[config.mk]
export PLATFORM = sky130hd
export DESIGN_NAME = mops_queue
export DESIGN_NICKNAME = d
export VERILOG_FILES = /design/src/rtl/core/mops_pkg.sv /design/src/rtl/core/mops_queue.sv
export SDC_FILE = /design/constraint.sdc
export NUM_CORES = 1
export LEC_CHECK = 0
export ABC_AREA = 0
export ABC_CLOCK_PERIOD_IN_PS = 2810
export BUFFER_PORTS_ARGS = -buffer_cell sky130_fd_sc_hd__buf_2
export CAP_MARGIN = 20
export CORE_MARGIN = 8
export CORE_UTILIZATION = 40
export DETAILED_ROUTE_END_ITERATION = 7
export SYNTH_ARGS = -nofsm -noshare
export SYNTH_HDL_FRONTEND = slang
export SYNTH_SLANG_ARGS = --single-unit
[constraint.sdc]
create_clock -name clk -period 2.81 [get_ports clk]
set_input_delay 0.281 -clock clk [delete_from_list [all_inputs] [get_ports clk]]
set_output_delay 0.281 -clock clk [all_outputs]
set_load 0.02 [all_outputs]
[src/rtl/core/mops_pkg.sv]
// Package of the move ordering table: sizes, opcodes, score constants,
// command and entry types, and the piece value tables.
// Used by every module of the block but mops_ram; it depends on nothing.
`default_nettype none

package mops_pkg;

  // Table size and derived widths.
  localparam int TABLE_DEPTH = 256;
  localparam int IDX_W       = $clog2(TABLE_DEPTH);
  localparam int CNT_W       = $clog2(TABLE_DEPTH + 1);
  localparam int START_W     = 8;
  localparam int CMP_W       = (CNT_W > START_W) ? CNT_W : START_W;

  // Field widths of the stream payloads.
  localparam int MOVE_W     = 16;
  localparam int PIECE_W    = 3;
  localparam int HIST_W     = 16;
  localparam int SCORE_W    = 21;
  localparam int OPC_W      = 2;
  localparam int S_TDATA_W  = 56;
  localparam int M_TDATA_W  = 40;
  localparam int CFG_IDX_W  = 2;
  localparam int CFG_DATA_W = 16;

  // Command queue between front and back.
  localparam int QUEUE_DEPTH = 4;
  localparam int QPTR_W      = $clog2(QUEUE_DEPTH);
  localparam int QCNT_W      = $clog2(QUEUE_DEPTH + 1);

  // Ordering scores.
  localparam int SCORE_HASH        = 1000000;
  localparam int SCORE_CAPTURE     = 500000;
  localparam int SCORE_PROMO       = 400000;
  localparam int SCORE_PROMO_QUEEN = 1000;
  localparam int SCORE_KILLER1     = 200000;
  localparam int SCORE_KILLER2     = 190000;
  localparam int VICTIM_SCALE      = 10;

  // Configuration register indexes.
  localparam logic [CFG_IDX_W-1:0] CFG_HASH_MOVE       = 2'd0;
  localparam logic [CFG_IDX_W-1:0] CFG_KILLER_FIRST    = 2'd1;
  localparam logic [CFG_IDX_W-1:0] CFG_KILLER_SECOND   = 2'd2;
  localparam logic [CFG_IDX_W-1:0] CFG_KILLERS_PRESENT = 2'd3;

  // Piece type codes that need a name.
  localparam logic [PIECE_W-1:0] PIECE_NONE    = 3'd0;
  localparam logic [PIECE_W-1:0] PIECE_PAWN    = 3'd1;
  localparam logic [PIECE_W-1:0] PIECE_INVALID = 3'd7;

  typedef enum logic [OPC_W-1:0] {
    OP_CLEAR  = 2'd0,
    OP_APPEND = 2'd1,
    OP_PICK   = 2'd2
  } op_t;

  typedef logic signed [SCORE_W-1:0] score_t;

  // One stored table entry.
  typedef struct packed {
    score_t              score;
    logic [MOVE_W-1:0]   move;
  } entry_t;

  // One classified command from the front.
  typedef struct packed {
    op_t                 op;
    logic [MOVE_W-1:0]   move;
    score_t              score;
    logic [START_W-1:0]  start;
  } cmd_t;

  typedef enum logic [1:0] {
    ST_IDLE,
    ST_SCAN,
    ST_SWAP_A,
    ST_SWAP_B
  } back_state_t;

  // Victim value for the capture score.
  function automatic logic [13:0] victim_value(input logic [PIECE_W-1:0] piece);
    logic [13:0] v;
    unique case (piece)
      3'd1:    v = 14'd100;
      3'd2:    v = 14'd300;
      3'd3:    v = 14'd310;
      3'd4:    v = 14'd500;
      3'd5:    v = 14'd900;
      3'd6:    v = 14'd10000;
      default: v = 14'd0;
    endcase
    return v;
  endfunction

  // Attacker value: cheaper attackers rank higher.
  function automatic logic [2:0] attacker_value(input logic [PIECE_W-1:0] piece);
    logic [2:0] v;
    unique case (piece)
      3'd1:    v = 3'd5;
      3'd2:    v = 3'd4;
      3'd3:    v = 3'd3;
      3'd4:    v = 3'd2;
      3'd5:    v = 3'd1;
      default: v = 3'd0;
    endcase
    return v;
  endfunction

endpackage

`default_nettype wire

[src/rtl/core/mops_queue.sv]
// Short command queue between the front and the back of the move table.
// Depends on mops_pkg.
`default_nettype none

module mops_queue (
  input  wire logic           clk,
  input  wire logic           rst,
  input  wire logic           push,
  input  wire mops_pkg::cmd_t push_cmd,
  output logic                full,
  input  wire logic           pop,
  output logic                head_valid,
  output mops_pkg::cmd_t      head_cmd
);

  mops_pkg::cmd_t                slots [mops_pkg::QUEUE_DEPTH];
  logic [mops_pkg::QPTR_W-1:0]   wr_ptr;
  logic [mops_pkg::QPTR_W-1:0]   rd_ptr;
  logic [mops_pkg::QCNT_W-1:0]   fill;
  logic                          do_push;
  logic                          do_pop;

  assign full       = (fill == mops_pkg::QCNT_W'(mops_pkg::QUEUE_DEPTH));
  assign head_valid = (fill != '0);
  assign head_cmd   = slots[rd_ptr];
  assign do_push    = push && !full;
  assign do_pop     = pop && head_valid;

  // Pointers and fill level.
  always_ff @(posedge clk) begin
    if (rst) begin
      wr_ptr <= '0;
      rd_ptr <= '0;
      fill   <= '0;
    end else begin
      if (do_push) begin
        wr_ptr <= wr_ptr + mops_pkg::QPTR_W'(1);
      end
      if (do_pop) begin
        rd_ptr <= rd_ptr + mops_pkg::QPTR_W'(1);
      end
      unique case ({do_push, do_pop})
        2'b10:   fill <= fill + mops_pkg::QCNT_W'(1);
        2'b01:   fill <= fill - mops_pkg::QCNT_W'(1);
        default: fill <= fill;
      endcase
    end
  end

  // Command storage.
  always_ff @(posedge clk) begin
    if (do_push) begin
      slots[wr_ptr] <= push_cmd;
    end
  end

endmodule

`default_nettype wire

==> out/qor.csv <==
metric;value;unit
status;finished, final reports clean;
first-pass GRT wire length;20800;um
drt total wl;13400;um
Post CTS Setup Buffer Count;0;
Post-synth EDFFs;188;
First-pass DRT Iterations;6;
Chip Height;151;um
Die W;151;um
M3 GR Usage;0.0520;
Critical Path End Type;output port;
worst path cell trace;buf_12, mux4_2, buf_2;
Yosys top cell by area;edfxtp_1;
fin crit share;0.849;
layout net count;471;
Clock Power Share;0.308;
Fillers;1478;
top cell family by delay on the critical path;flip-flops;
antenna violations before repair;5;
WP buf/inv;2;
GRT met2 Usage;0.203;
Die ar.;22800;um2
gpl congestion;0.709;
share of cells above drive strength 1;0.454;
most common cell in the netlist;edfxtp_1;
Comb pwr share;0.236;
Leakage Power;2.93;nW
max frequency;0.419;GHz
Crit Path Max Fanout;22;
Design Area, Final;8700;um2
DRT iter0 DRCs;167;
CP max-delay cell;dfxtp_4;
Arr. time, crit path;2.10;ns
Initial Util;0.407;
RSZ-0062 raised after global routing;false;
Root Driver;clkbuf_16;
Worst-Skew Late Latency;0.42;ns
Synth Flop Type;edfxtp_1;
WP depth;3;
Vias per Instance;4.98;
Netlist cell types;24;
Placed Area;8080;um2
Avg WL per Cell;20.4;um
Crit Path Class;flip-flop to output port;
HP Class;input port to flip-flop;
register bit total from synthesis;197;
TritonCTS clock tree;yes;
hold_ws;0.0678;ns
share of the synthesized area in the top cell type;0.775;
Pwr per Cell Area;931;nW/um2
Syn Nets;354;
drc violations;0;
ranking of synthesized cells by area;edfxtp_1 (78%), mux4_2 (15%), dfxtp_1 (2.5%);
CTS H-tree depth;4;
DP HPWL;8460;um
via count;3274;
boundary pin count;100;
vias in the first global route;3659;
post-CTS sizing;0;
Inst Count DP;624;
Max stage delay on crit path;0.65;ns
Routed Antenna Nets;0;
Net Sw Frac;0.284;
post-layout min period;2.39;ns
total chip power;8.10;mW
post-synthesis cell area;7280;um2
number of I/O port buffers;99;
sequential share of power;0.456;
final worst slack;0.425;ns
core region area;17900;um2
worst-margin pin slew;0.501;ns
clk slew on worst S/H paths;0.07;ns
all-layer global routing usage;0.125;
global routing usage on met1;0.147;
cts-stage hold buffer count;0;
row count;49;
P_int;5.80;mW
Yosys warnings;0;
sequential share of the synthesized area;0.800;
Net Sw Power;2.30;mW
synthesized area per cell;24.5;um2
FF-to-FF path depth;9;
final core occ;0.486;
fin cells;657;
clock buffer depth;2;
GR Overflow Total;0;
Max Cap Viol;0;
Setup TNS;0;ns
largest net degree at the start of global routing;48;
Slew headroom;0.662;
required time worst endpoint;2.53;ns
pre-CTS setup slack;0.588;ns
Inserted Clock Buffers;17;
Hold Crit Depth;1;
Post-synth top cells;edfxtp_1 (188), mux4_2 (47), dfxtp_1 (9), inv_1 (7), nor2_1 (7);
clk_skew;0.0118;ns
Hold Vio Cnt, Final;0;
Synth Instances;297;
GRT busiest layer;met2;
ys async rst share;0;
Max Transition Viols Final;0;
CTS Sinks;197;
VDD IR max;0.454;mV
CP startpoint kind;flip-flop;
Final setup violation count;0;
Syn-to-layout area delta;19.5;%
[cell usage in the layout, fill, tap and decap left out, types with 2 or more instances in the layout]
| cell | n |
|---|---|
| edfxtp_1 | 188 |
| buf_2 | 99 |
| mux4_2 | 47 |
| clkbuf_16 | 17 |
| inv_1 | 7 |
| nor2_1 | 7 |
| dfxtp_1 | 7 |
| buf_4 | 7 |
| ha_1 | 5 |
| and2_2 | 4 |
| inv_8 | 4 |
| or3_1 | 3 |
| xor2_1 | 3 |
| a21oi_1 | 3 |
| inv_6 | 3 |
| bufinv_16 | 3 |
| buf_12 | 3 |
| o21ai_0 | 2 |
| nand2b_1 | 2 |
| clkinv_2 | 2 |
[state kept, by name, summed over array words and instances (netlist names), named ones only]
register and cells:
slots 188, fill 3, rd_ptr 2, wr_ptr 2
[area by class of cell]
class                   instances  area, um2  area share
diodes                          1       2.50    0.000288
clock buffers                  17        425      0.0489
clock inverters                15        191      0.0220
inverters                       7       26.3     0.00302
multi-input cells              82       1330       0.153
flip-flops and latches        197       5830       0.670
well taps                     229        287      0.0329
repair buffers                109        608      0.0699
[cells by family (layout without fill, tap and decap cells)]
group           after synthesis  after routing  synth area share
xor+xnor                      4              4           0.00481
mux                          48             48             0.147
simple gates                 17             17            0.0131
flops                       197            197             0.800
fa+ha+maj                     6              6            0.0113
other cells                   0              1                 0
buf+inv                      18            148            0.0182
compound gates                7              7           0.00584
[metal layers]
| layer | part of all wire | vias to the layer above |
|---|---|---|
| li1 | - | 1478 |
| met1 | 0.42 | 1697 |
| met2 | 0.50 | 73 |
| met3 | 0.066 | 18 |
| met4 | 0.0092 | 8 |
| met5 | 0.0037 | - |
[worst paths after layout]
kind                startpoint           end  slack, ns
setup / recovery     flip-flop   head_cmd[6]       0.42
hold / removal    push_cmd[44]  slots[3][44]       0.07
setup reg to reg       fill[2]       fill[2]       0.59
hold reg to reg      wr_ptr[1]     wr_ptr[1]       0.53
[power groups by stage]
stage | Combinational, mW | Clock, mW | Sequential [mW]
2_1_floorplan | 1.51 | 0 | 3.63
3_3_place_gp | 1.96 | 0 | 3.76
3_5_place_dp | 1.98 | 0 | 3.77
4_1_cts | 1.98 | 2.55 | 3.71
5_1_grt | 2.07 | 2.65 | 3.74
6_report | 1.91 | 2.49 | 3.69
Note: power is estimated with default switching activity, not from simulation.
