$ cat config.mk
export PLATFORM = sky130hd
export DESIGN_NAME = mops_front
export DESIGN_NICKNAME = d
export VERILOG_FILES = /design/src/rtl/core/mops_pkg.sv /design/src/rtl/core/mops_front.sv
export SDC_FILE = /design/constraint.sdc
export NUM_CORES = 1
export LEC_CHECK = 0
export ABC_CLOCK_PERIOD_IN_PS = 15700
export BUFFER_PORTS_ARGS = -buffer_cell sky130_fd_sc_hd__buf_2
export CAP_MARGIN = 20
export CORE_MARGIN = 3
export CORE_UTILIZATION = 50
export DETAILED_ROUTE_END_ITERATION = 6
export GPL_TIMING_DRIVEN = 0
export PLACE_DENSITY_LB_ADDON = 0.08
export SLEW_MARGIN = 20
export SYNTH_ARGS = -nofsm -noshare
export SYNTH_HDL_FRONTEND = slang
export SYNTH_SLANG_ARGS = --single-unit
$ cat constraint.sdc
create_clock -name clk -period 15.7 [get_ports clk]
set_input_delay 3.925 -clock clk [delete_from_list [all_inputs] [get_ports clk]]
set_output_delay 3.925 -clock clk [all_outputs]
set_load 0.01 [all_outputs]
$ cat src/rtl/core/mops_pkg.sv
// Package of the move ordering table: sizes, opcodes, score constants,
// command and entry types, and the piece value tables.
// Used by every module of the block but mops_ram; it depends on nothing.
`default_nettype none

package mops_pkg;

  // Table size and derived widths.
  localparam int TABLE_DEPTH = 256;
  localparam int IDX_W       = $clog2(TABLE_DEPTH);
  localparam int CNT_W       = $clog2(TABLE_DEPTH + 1);
  localparam int START_W     = 8;
  localparam int CMP_W       = (CNT_W > START_W) ? CNT_W : START_W;

  // Field widths of the stream payloads.
  localparam int MOVE_W     = 16;
  localparam int PIECE_W    = 3;
  localparam int HIST_W     = 16;
  localparam int SCORE_W    = 21;
  localparam int OPC_W      = 2;
  localparam int S_TDATA_W  = 56;
  localparam int M_TDATA_W  = 40;
  localparam int CFG_IDX_W  = 2;
  localparam int CFG_DATA_W = 16;

  // Command queue between front and back.
  localparam int QUEUE_DEPTH = 4;
  localparam int QPTR_W      = $clog2(QUEUE_DEPTH);
  localparam int QCNT_W      = $clog2(QUEUE_DEPTH + 1);

  // Ordering scores.
  localparam int SCORE_HASH        = 1000000;
  localparam int SCORE_CAPTURE     = 500000;
  localparam int SCORE_PROMO       = 400000;
  localparam int SCORE_PROMO_QUEEN = 1000;
  localparam int SCORE_KILLER1     = 200000;
  localparam int SCORE_KILLER2     = 190000;
  localparam int VICTIM_SCALE      = 10;

  // Configuration register indexes.
  localparam logic [CFG_IDX_W-1:0] CFG_HASH_MOVE       = 2'd0;
  localparam logic [CFG_IDX_W-1:0] CFG_KILLER_FIRST    = 2'd1;
  localparam logic [CFG_IDX_W-1:0] CFG_KILLER_SECOND   = 2'd2;
  localparam logic [CFG_IDX_W-1:0] CFG_KILLERS_PRESENT = 2'd3;

  // Piece type codes that need a name.
  localparam logic [PIECE_W-1:0] PIECE_NONE    = 3'd0;
  localparam logic [PIECE_W-1:0] PIECE_PAWN    = 3'd1;
  localparam logic [PIECE_W-1:0] PIECE_INVALID = 3'd7;

  typedef enum logic [OPC_W-1:0] {
    OP_CLEAR  = 2'd0,
    OP_APPEND = 2'd1,
    OP_PICK   = 2'd2
  } op_t;

  typedef logic signed [SCORE_W-1:0] score_t;

  // One stored table entry.
  typedef struct packed {
    score_t              score;
    logic [MOVE_W-1:0]   move;
  } entry_t;

  // One classified command from the front.
  typedef struct packed {
    op_t                 op;
    logic [MOVE_W-1:0]   move;
    score_t              score;
    logic [START_W-1:0]  start;
  } cmd_t;

  typedef enum logic [1:0] {
    ST_IDLE,
    ST_SCAN,
    ST_SWAP_A,
    ST_SWAP_B
  } back_state_t;

  // Victim value for the capture score.
  function automatic logic [13:0] victim_value(input logic [PIECE_W-1:0] piece);
    logic [13:0] v;
    unique case (piece)
      3'd1:    v = 14'd100;
      3'd2:    v = 14'd300;
      3'd3:    v = 14'd310;
      3'd4:    v = 14'd500;
      3'd5:    v = 14'd900;
      3'd6:    v = 14'd10000;
      default: v = 14'd0;
    endcase
    return v;
  endfunction

  // Attacker value: cheaper attackers rank higher.
  function automatic logic [2:0] attacker_value(input logic [PIECE_W-1:0] piece);
    logic [2:0] v;
    unique case (piece)
      3'd1:    v = 3'd5;
      3'd2:    v = 3'd4;
      3'd3:    v = 3'd3;
      3'd4:    v = 3'd2;
      3'd5:    v = 3'd1;
      default: v = 3'd0;
    endcase
    return v;
  endfunction

endpackage

`default_nettype wire

$ cat src/rtl/core/mops_front.sv
// Front of the move ordering table: holds the configuration registers,
// unpacks input items and scores appended moves into commands for the queue.
// Depends on mops_pkg.
`default_nettype none

module mops_front (
  input  wire logic                                clk,
  input  wire logic                                rst,
  input  wire logic                                s_tvalid,
  output logic                                     s_tready,
  input  wire logic [mops_pkg::S_TDATA_W-1:0]      s_tdata,
  input  wire logic [mops_pkg::OPC_W-1:0]          s_tuser,
  input  wire logic                                cfg_we,
  input  wire logic [mops_pkg::CFG_IDX_W-1:0]      cfg_index,
  input  wire logic [mops_pkg::CFG_DATA_W-1:0]     cfg_wdata,
  input  wire logic                                q_full,
  output logic                                     q_push,
  output mops_pkg::cmd_t                           q_cmd
);

  logic [mops_pkg::MOVE_W-1:0] hash_move;
  logic [mops_pkg::MOVE_W-1:0] killer_first;
  logic [mops_pkg::MOVE_W-1:0] killer_second;
  logic                        killers_present;

  logic [mops_pkg::MOVE_W-1:0]  move_code;
  logic [mops_pkg::PIECE_W-1:0] captured_type;
  logic [mops_pkg::PIECE_W-1:0] mover_type;
  logic                         en_passant_flag;
  logic                         promotion_flag;
  logic                         promotes_to_queen;
  logic [mops_pkg::HIST_W-1:0]  history_value;
  logic [mops_pkg::START_W-1:0] start_index;

  logic [mops_pkg::PIECE_W-1:0] victim;
  logic [mops_pkg::PIECE_W-1:0] mover;
  mops_pkg::score_t             score;
  logic                         op_known;

  // Configuration registers.
  always_ff @(posedge clk) begin
    if (rst) begin
      hash_move       <= '0;
      killer_first    <= '0;
      killer_second   <= '0;
      killers_present <= 1'b0;
    end else if (cfg_we) begin
      unique case (cfg_index)
        mops_pkg::CFG_HASH_MOVE:       hash_move       <= cfg_wdata;
        mops_pkg::CFG_KILLER_FIRST:    killer_first    <= cfg_wdata;
        mops_pkg::CFG_KILLER_SECOND:   killer_second   <= cfg_wdata;
        mops_pkg::CFG_KILLERS_PRESENT: killers_present <= cfg_wdata[0];
        default:                       hash_move       <= hash_move;
      endcase
    end
  end

  // Unpack the item fields from tdata.
  assign move_code         = s_tdata[15:0];
  assign captured_type     = s_tdata[18:16];
  assign mover_type        = s_tdata[21:19];
  assign en_passant_flag   = s_tdata[22];
  assign promotion_flag    = s_tdata[23];
  assign promotes_to_queen = s_tdata[24];
  assign history_value     = s_tdata[40:25];
  assign start_index       = s_tdata[48:41];

  // Piece type seven counts as no piece; an en-passant victim is a pawn.
  always_comb begin
    victim = (captured_type == mops_pkg::PIECE_INVALID) ? mops_pkg::PIECE_NONE
                                                          : captured_type;
    mover  = (mover_type == mops_pkg::PIECE_INVALID) ? mops_pkg::PIECE_NONE
                                                       : mover_type;
    if (en_passant_flag) begin
      victim = mops_pkg::PIECE_PAWN;
    end
  end

  // Score by fixed priority.
  always_comb begin
    priority if (move_code == hash_move) begin
      score = mops_pkg::score_t'(mops_pkg::SCORE_HASH);
    end else if (victim != mops_pkg::PIECE_NONE) begin
      score = mops_pkg::score_t'(mops_pkg::SCORE_CAPTURE)
            + mops_pkg::score_t'(mops_pkg::victim_value(victim))
              * mops_pkg::score_t'(mops_pkg::VICTIM_SCALE)
            + mops_pkg::score_t'(mops_pkg::attacker_value(mover));
    end else if (promotion_flag) begin
      score = mops_pkg::score_t'(mops_pkg::SCORE_PROMO)
            + (promotes_to_queen ? mops_pkg::score_t'(mops_pkg::SCORE_PROMO_QUEEN)
                                 : mops_pkg::score_t'(0));
    end else if (killers_present && (move_code == killer_first)) begin
      score = mops_pkg::score_t'(mops_pkg::SCORE_KILLER1);
    end else if (killers_present && (move_code == killer_second)) begin
      score = mops_pkg::score_t'(mops_pkg::SCORE_KILLER2);
    end else begin
      score = mops_pkg::score_t'(signed'(history_value));
    end
  end

  // Only known opcodes become commands; the unused code is taken and dropped.
  always_comb begin
    unique case (s_tuser)
      mops_pkg::OP_CLEAR,
      mops_pkg::OP_APPEND,
      mops_pkg::OP_PICK: op_known = 1'b1;
      default:           op_known = 1'b0;
    endcase
  end

  assign s_tready    = !q_full;
  assign q_push      = s_tvalid && !q_full && op_known;
  assign q_cmd.op    = mops_pkg::op_t'(s_tuser);
  assign q_cmd.move  = move_code;
  assign q_cmd.score = score;
  assign q_cmd.start = start_index;

endmodule

`default_nettype wire

==> out/qor.csv, run 1 <==
stage;metric;value;unit
status;status;finished, final reports clean;
place;Post-DP HPWL;8.53;mm
sta;RSZ-0062 raised after global routing;false;
synth;Synthesized Nets;612;
route;Final ANT Viol Nets;0;
sta;setup TNS;0;ps
global_route;vias in the first global route;3551;
power_and_ir_drop;total power;329;uW
route;DRC Markers;0;
layout;layout cell share with drive strength beyond 1;25.1;%
global_route;largest net degree at the start of global routing;15;
power_and_ir_drop;PwrDens;72.4;nW/um^2
layout;area grow syn2layout;21.3;%
synth;Synth Instances;517;
place;dpl ws;3900;ps
global_route;initial antenna violation count;0;
clock_tree;clk slew on worst S/H paths;90;ps
clock_tree;Skew-Pair Late Insertion Delay;300;ps
layout;# diodes;0;
worst_setup_path;Req. time, crit path;11770;ps
flow_run;Max Cap Viol;0;
worst_setup_path;Setup CP Type;in2out;
synth;Post-Syn Area;3750;sq um
global_route;Total GRT Usage;24.5;%
sta;final hold vios;0;
min_path;worst min-delay path class;reg2reg;
clock_tree;Hold Buf Count CTS;0;
layout;post-layout util;64.8;%
clock_tree;CTS resizes;0;
layout;Fill cells;670;
layout;commonest non-fill, non-tap cell in the layout;nand2_1;
clock_tree;number of post-CTS setup repair buffers;0;
place;IO Port Bufs;112;
route;initial DRC count;146;
global_route;first-pass GRT wire length;17.0;mm
floorplan;IO Pins;130;
synth;Cell variety after synth;60;
sta;FMAX;84.7;MHz
sta;relative slew slack;36.3;%
route;DRT Pass-1 Iters;5;
synth;register area share after synthesis;26.2;%
worst_setup_path;CP endpoint kind;output pin;
power_and_ir_drop;Static Leak;1.92;nW
layout;Total Nets Final;731;
synth;synthesized area per cell;7.25;sq um
sta;setup slack after layout;3890;ps
synth;yosys warns;0;
worst_setup_path;r2r worst-path depth;2;
layout;commonest non-fill, non-tap cells in the layout;nand2_1 (118), buf_2 (114), a21oi_1 (68);
sta;period utilization;75.2;%
clock_tree;CTS tree;yes;
floorplan;die area;8570;sq um
sta;Worst-Margin Slew;953;ps
route;routed wire length per instance;14.8;microns
floorplan;die height;92.6;microns
place;Placement Cell Area;4430;sq um
floorplan;# rows;30;
clock_tree;CTS buffer count;5;
sta;final slew viol count;0;
route;Vias/cell;5.37;
synth;Top FF cell, synth;dfxtp_1;
global_route;GR Overflow Total;0;
synth;asr flop ratio synth;0;%
clock_tree;clock sink count;49;
worst_setup_path;WP data arrival;7880;ps
worst_setup_path;startpoint types;primary input;
clock_tree;Root Buffer;clkbuf_8;
floorplan;chip width;92.6;microns
sta;Finish-stage setup viols;0;
power_and_ir_drop;Max VDD drop;0.0595;mV
sta;Worst Skew;0;ps
min_path;hold depth;2;
synth;Post-synth EDFFs;0;
floorplan;total core area;7020;sq um
floorplan;initial core utilization;53.4;%
synth;Synth Register Bits;49;
route;DR vias;3938;
sta;Final min period;11810;ps
route;drt total wl;10.9;mm
place;GPL Wtd Cong;0.924;
layout;fin area;4550;sq um
worst_setup_path;Crit Path Max Fanout;10;
clock_tree;htree depth;2;
clock_tree;CTS Buffer Depth;2;
[cells in the mapped netlist, types with 3 or more instances]
cell type | instances | area share, %
a211oi_1 | 3 | 0.60
a21oi_1 | 68 | 9.1
buf_4 | 26 | 5.2
clkbuf_1 | 19 | 1.9
dfxtp_1 | 49 | 26
ha_1 | 13 | 4.3
inv_1 | 15 | 1.5
nand2_1 | 118 | 12
nand2b_1 | 5 | 0.83
nand3_1 | 15 | 2.0
nand4_1 | 10 | 1.7
nor2_1 | 22 | 2.2
nor3_1 | 6 | 0.80
nor4_1 | 5 | 0.83
o211ai_1 | 3 | 0.60
o21a_1 | 3 | 0.60
o21ai_0 | 12 | 1.6
o21bai_1 | 3 | 0.60
o311ai_0 | 3 | 0.70
or3_1 | 5 | 0.83
xnor2_1 | 49 | 11
xor2_1 | 16 | 3.7
[cells by family after synthesis]
family	after synthesis	share of synthesized area [%]
XOR/XNOR	65	15.2
multiplexers	2	0.534
AO/OA/AOI/OAI	116	18.5
adder cells (fa/ha/maj)	14	4.87
AND/OR/NAND/NOR	205	25.2
buffers and inverters	66	9.51
flip-flops	49	26.2
[flip-flops by register name, indices dropped and copies added (netlist names)]
signal,flops
killers_present,1
hash_move,16
killer_first,16
killer_second,16
[final timing paths]
kind	startpoint	end	slack, ps
hold reg to reg	killer_second[3]$_SDFFE_PP0P_	killer_second[3]$_SDFFE_PP0P_	470
setup / recovery	s_tdata[16]	q_cmd[25]	3890
setup reg to reg	killers_present$_SDFFE_PP0P_	killers_present$_SDFFE_PP0P_	15010
hold / removal	killer_second[3]$_SDFFE_PP0P_	killer_second[3]$_SDFFE_PP0P_	470
[worst max-delay path, stage by stage]
cell and delay, ps:
buf_2 130, clkbuf_1 350, nor4bb_1 710, ha_1 270
ha_1 160, inv_1 50, fa_1 380, nand2b_1 180
a21oi_1 170, xor2_1 360, nand3_1 210, nor4_2 370
nor2_1 70, or3_1 370, buf_2 150
[area by class of cell]
cell class / instances / area, sq um / share of cell area, %
Buffer: 50 / 295 / 6.50
Multi-Input combinational cell: 402 / 2410 / 53.0
Inverter: 16 / 61.3 / 1.35
Clock inverter: 1 / 30.0 / 0.661
Tap cell: 96 / 120 / 2.64
Clock buffer: 7 / 86.3 / 1.90
Sequential cell: 49 / 981 / 21.6
Timing Repair Buffer: 112 / 561 / 12.3
[layer usage]
layer | up-vias | track usage, % | routed length [microns]
met3 | 14 | 3.33 | 676
met1 | 1798 | 30.5 | 4540
met2 | 144 | 44.4 | 5470
met4 | 0 | 6.31 | 176
met5 | - | 0 | 0
li1 | 1982 | - | -
[power by group]
part | internal, mW | switching, mW
logic | 0.0454 | 0.0600
registers | 0.128 | 0.00274
clock network | 0.0520 | 0.0407
total | 0.226 | 0.103
[per-stage QoR]
stage	hold slack (ps)	std cells
6_report	470	733
4_1_cts	472	733
3_3_place_gp	454	725
2_1_floorplan	448	517
5_1_grt	487	733
3_5_place_dp	460	725
No activity file was read; power rests on OpenSTA's default activity.
==> run 2: changes to the inputs <==
ABC_AREA = 1   (was not set)
ABC_CLOCK_PERIOD_IN_PS = 10500   (was 15700)
CORE_UTILIZATION = 47   (was 50)
clock period = 10.5 ns   (was 15.7 ns; I/O delays follow)
==> out/qor.csv, run 2 <==
stage;metric;value;unit
power_and_ir_drop;PwrDens;105;nW/um^2
sta;setup TNS;0;ps
route;Final ANT Viol Nets;0;
layout;# diodes;0;
synth;Synth Area in XOR/XNOR;6.71;%
min_path;HP Start;killer_first[10]$_SDFFE_PP0P_;
sta;Final min period;8600;ps
clock_tree;CTS resizes;0;
layout;commonest non-fill, non-tap cells in the layout;nand2_1 (181), buf_2 (113), inv_1 (78);
global_route;vias in the first global route;4160;
floorplan;# rows;33;
clock_tree;Root Buffer;clkbuf_8;
place;Post-DP HPWL;9.47;mm
sta;final hold vios;0;
floorplan;die area;10100;sq um
synth;asr flop ratio synth;0;%
route;DRC Markers;0;
sta;RSZ-0062 raised after global routing;false;
sta;FMAX;116;MHz
power_and_ir_drop;Cell Int Power;344;uW
status;status;finished, final reports clean;
synth;synthesized area per cell;6.26;sq um
global_route;initial antenna violation count;0;
clock_tree;CTS tree;yes;
floorplan;initial core utilization;49.6;%
synth;simple-gate portion of the synthesized area;36.9;%
place;GPL Wtd Cong;0.945;
route;drt total wl;12.0;mm
clock_tree;Skew-Pair Late Insertion Delay;300;ps
layout;area grow syn2layout;19.4;%
min_path;worst min-delay path class;reg2reg;
route;DR vias;4595;
sta;Worst-Margin Slew;642;ps
synth;Post-Syn Area;4180;sq um
clock_tree;number of post-CTS setup repair buffers;0;
synth;Synth Area in Compound Gates;13.5;%
synth;Synth Instances;667;
worst_setup_path;reg-to-reg startpoint;killer_second[9]$_SDFFE_PP0P_;
floorplan;die height;100;microns
sta;period utilization;81.9;%
worst_setup_path;CP Launch Point;s_tdata[22];
synth;most frequent cells after synthesis;nand2_1 (181), inv_1 (78), nor2_1 (68), a21oi_1 (55), dfxtp_1 (49);
route;routed wire length per instance;13.5;microns
power_and_ir_drop;Clock Power Share;27.2;%
layout;commonest non-fill, non-tap cell in the layout;nand2_1;
sta;final slew viol count;0;
floorplan;total core area;8420;sq um
clock_tree;CTS Buffer Depth;2;
synth;yosys warns;0;
layout;fin area;4980;sq um
clock_tree;CTS buffer count;5;
synth;Synthesized Nets;762;
synth;Post-synth EDFFs;0;
worst_setup_path;Setup CP Type;in2out;
synth;register area share after synthesis;23.5;%
global_route;Total GRT Usage;23.4;%
route;Vias/cell;5.15;
sta;Worst Skew;0;ps
synth;count leader, synth;nand2_1;
power_and_ir_drop;combinational share of power;35.1;%
worst_setup_path;WP data arrival;5970;ps
floorplan;IO Pins;130;
global_route;first-pass GRT wire length;19.2;mm
sta;relative slew slack;57.2;%
global_route;largest net degree at the start of global routing;15;
synth;top cells by area, synth;dfxtp_1 (23%), nand2_1 (16%), inv_1 (7.0%), a21oi_1 (6.6%), nor2_1 (6.1%);
sta;Hold Slack;477;ps
flow_run;Max Cap Viol;0;
clock_tree;htree depth;2;
layout;Total Nets Final;881;
synth;Top FF cell, synth;dfxtp_1;
global_route;GR Overflow Total;0;
power_and_ir_drop;Static Leak;2.53;nW
power_and_ir_drop;switching share of power;34.1;%
power_and_ir_drop;Max VDD drop;0.0695;mV
synth;Cell variety after synth;38;
synth;post-synthesis adder-cell area fraction;4.38;%
worst_setup_path;CP endpoint kind;output pin;
layout;layout cell share with drive strength beyond 1;23.3;%
place;IO Port Bufs;112;
sta;Finish-stage setup viols;0;
synth;Synth Register Bits;49;
synth;largest family of logic cells by synthesized area;simple AND/OR/NAND/NOR gates;
worst_setup_path;Req. time, crit path;7880;ps
worst_setup_path;startpoint types;primary input;
synth;proportion of synthesized area in mux cells;0;%
synth;dominant cell type by area after synthesis;dfxtp_1;
layout;post-layout util;59.2;%
layout;largest registers;hash_move x16, killer_first x16, killer_second x16;
worst_setup_path;Crit Path Max Fanout;10;
layout;Fill cells;860;
place;Placement Cell Area;4870;sq um
route;initial DRC count;232;
clock_tree;clk slew on worst S/H paths;80;ps
power_and_ir_drop;Psw;178;uW
route;DRT Pass-1 Iters;5;
floorplan;chip width;100;microns
power_and_ir_drop;Reg power frac;37.7;%
clock_tree;clock sink count;49;
synth;Synth top area share;23.5;%
clock_tree;Hold Buf Count CTS;0;
## run 2: stage by stage
step	total power [mW]	setup slack [ps]	cells
6_report	0.522	1900	892
4_1_cts	0.524	1890	892
3_3_place_gp	0.381	1940	884
3_5_place_dp	0.383	1910	884
5_1_grt	0.557	1520	892
2_1_floorplan	0.320	2590	667
## run 2: power groups by stage
stage / clock network, mW / registers [mW] / logic (mW)
4_1_cts: 0.144 / 0.197 / 0.183
5_1_grt: 0.155 / 0.198 / 0.204
2_1_floorplan: 0 / 0.200 / 0.120
3_3_place_gp: 0 / 0.201 / 0.180
3_5_place_dp: 0 / 0.201 / 0.181
6_report: 0.142 / 0.197 / 0.183
## run 2: path summary, 6_finish.rpt
kind | to | slack, ps | cells past startpoint
hold / removal | killer_first[10]$_SDFFE_PP0P_ | 480 | 2
setup reg to reg | killer_second[9]$_SDFFE_PP0P_ | 9770 | 2
hold reg to reg | killer_first[10]$_SDFFE_PP0P_ | 480 | 2
setup / recovery | q_cmd[20] | 1900 | 20
## run 2: layout make-up
class	count	area (sq um)	area share (%)
Buffer	45	303	6.08
Multi-Input combinational cell	487	2570	51.5
Clock inverter	1	30.0	0.603
Clock buffer	7	86.3	1.73
Timing Repair Buffer	112	561	11.2
Inverter	86	323	6.48
Tap cell	105	131	2.64
Sequential cell	49	981	19.7
## run 2: layer usage
layer	wire (microns)	GRT usage [%]	up-vias	part of all wire, %
li1	-	-	2359	-
met3	832	2.99	6	6.9
met4	50	2.80	0	0.42
met1	5750	34.4	2059	48
met2	5370	37.6	171	45
met5	0	0	-	0
## run 2: worst max-delay path, cell delays in order
cell     delay, ps
buf_2          120
inv_2          140
nand4_2        250
nand3_2        170
nor2_4          70
nand2_4         80
inv_2           50
buf_4          170
nor2_1         100
ha_1           200
inv_1           60
fa_1           400
xnor2_1        310
nand2_1        150
o21ai_1        260
nand2_1        120
o31ai_1        290
nand2_1        110
a21oi_1        140
buf_2          150
## run 2: cells by family after synthesis
logic type               Yosys count
AO/OA/AOI/OAI                    102
buffers and inverters            131
XOR/XNOR                          32
flip-flops                        49
adder cells (fa/ha/maj)           14
AND/OR/NAND/NOR                  339
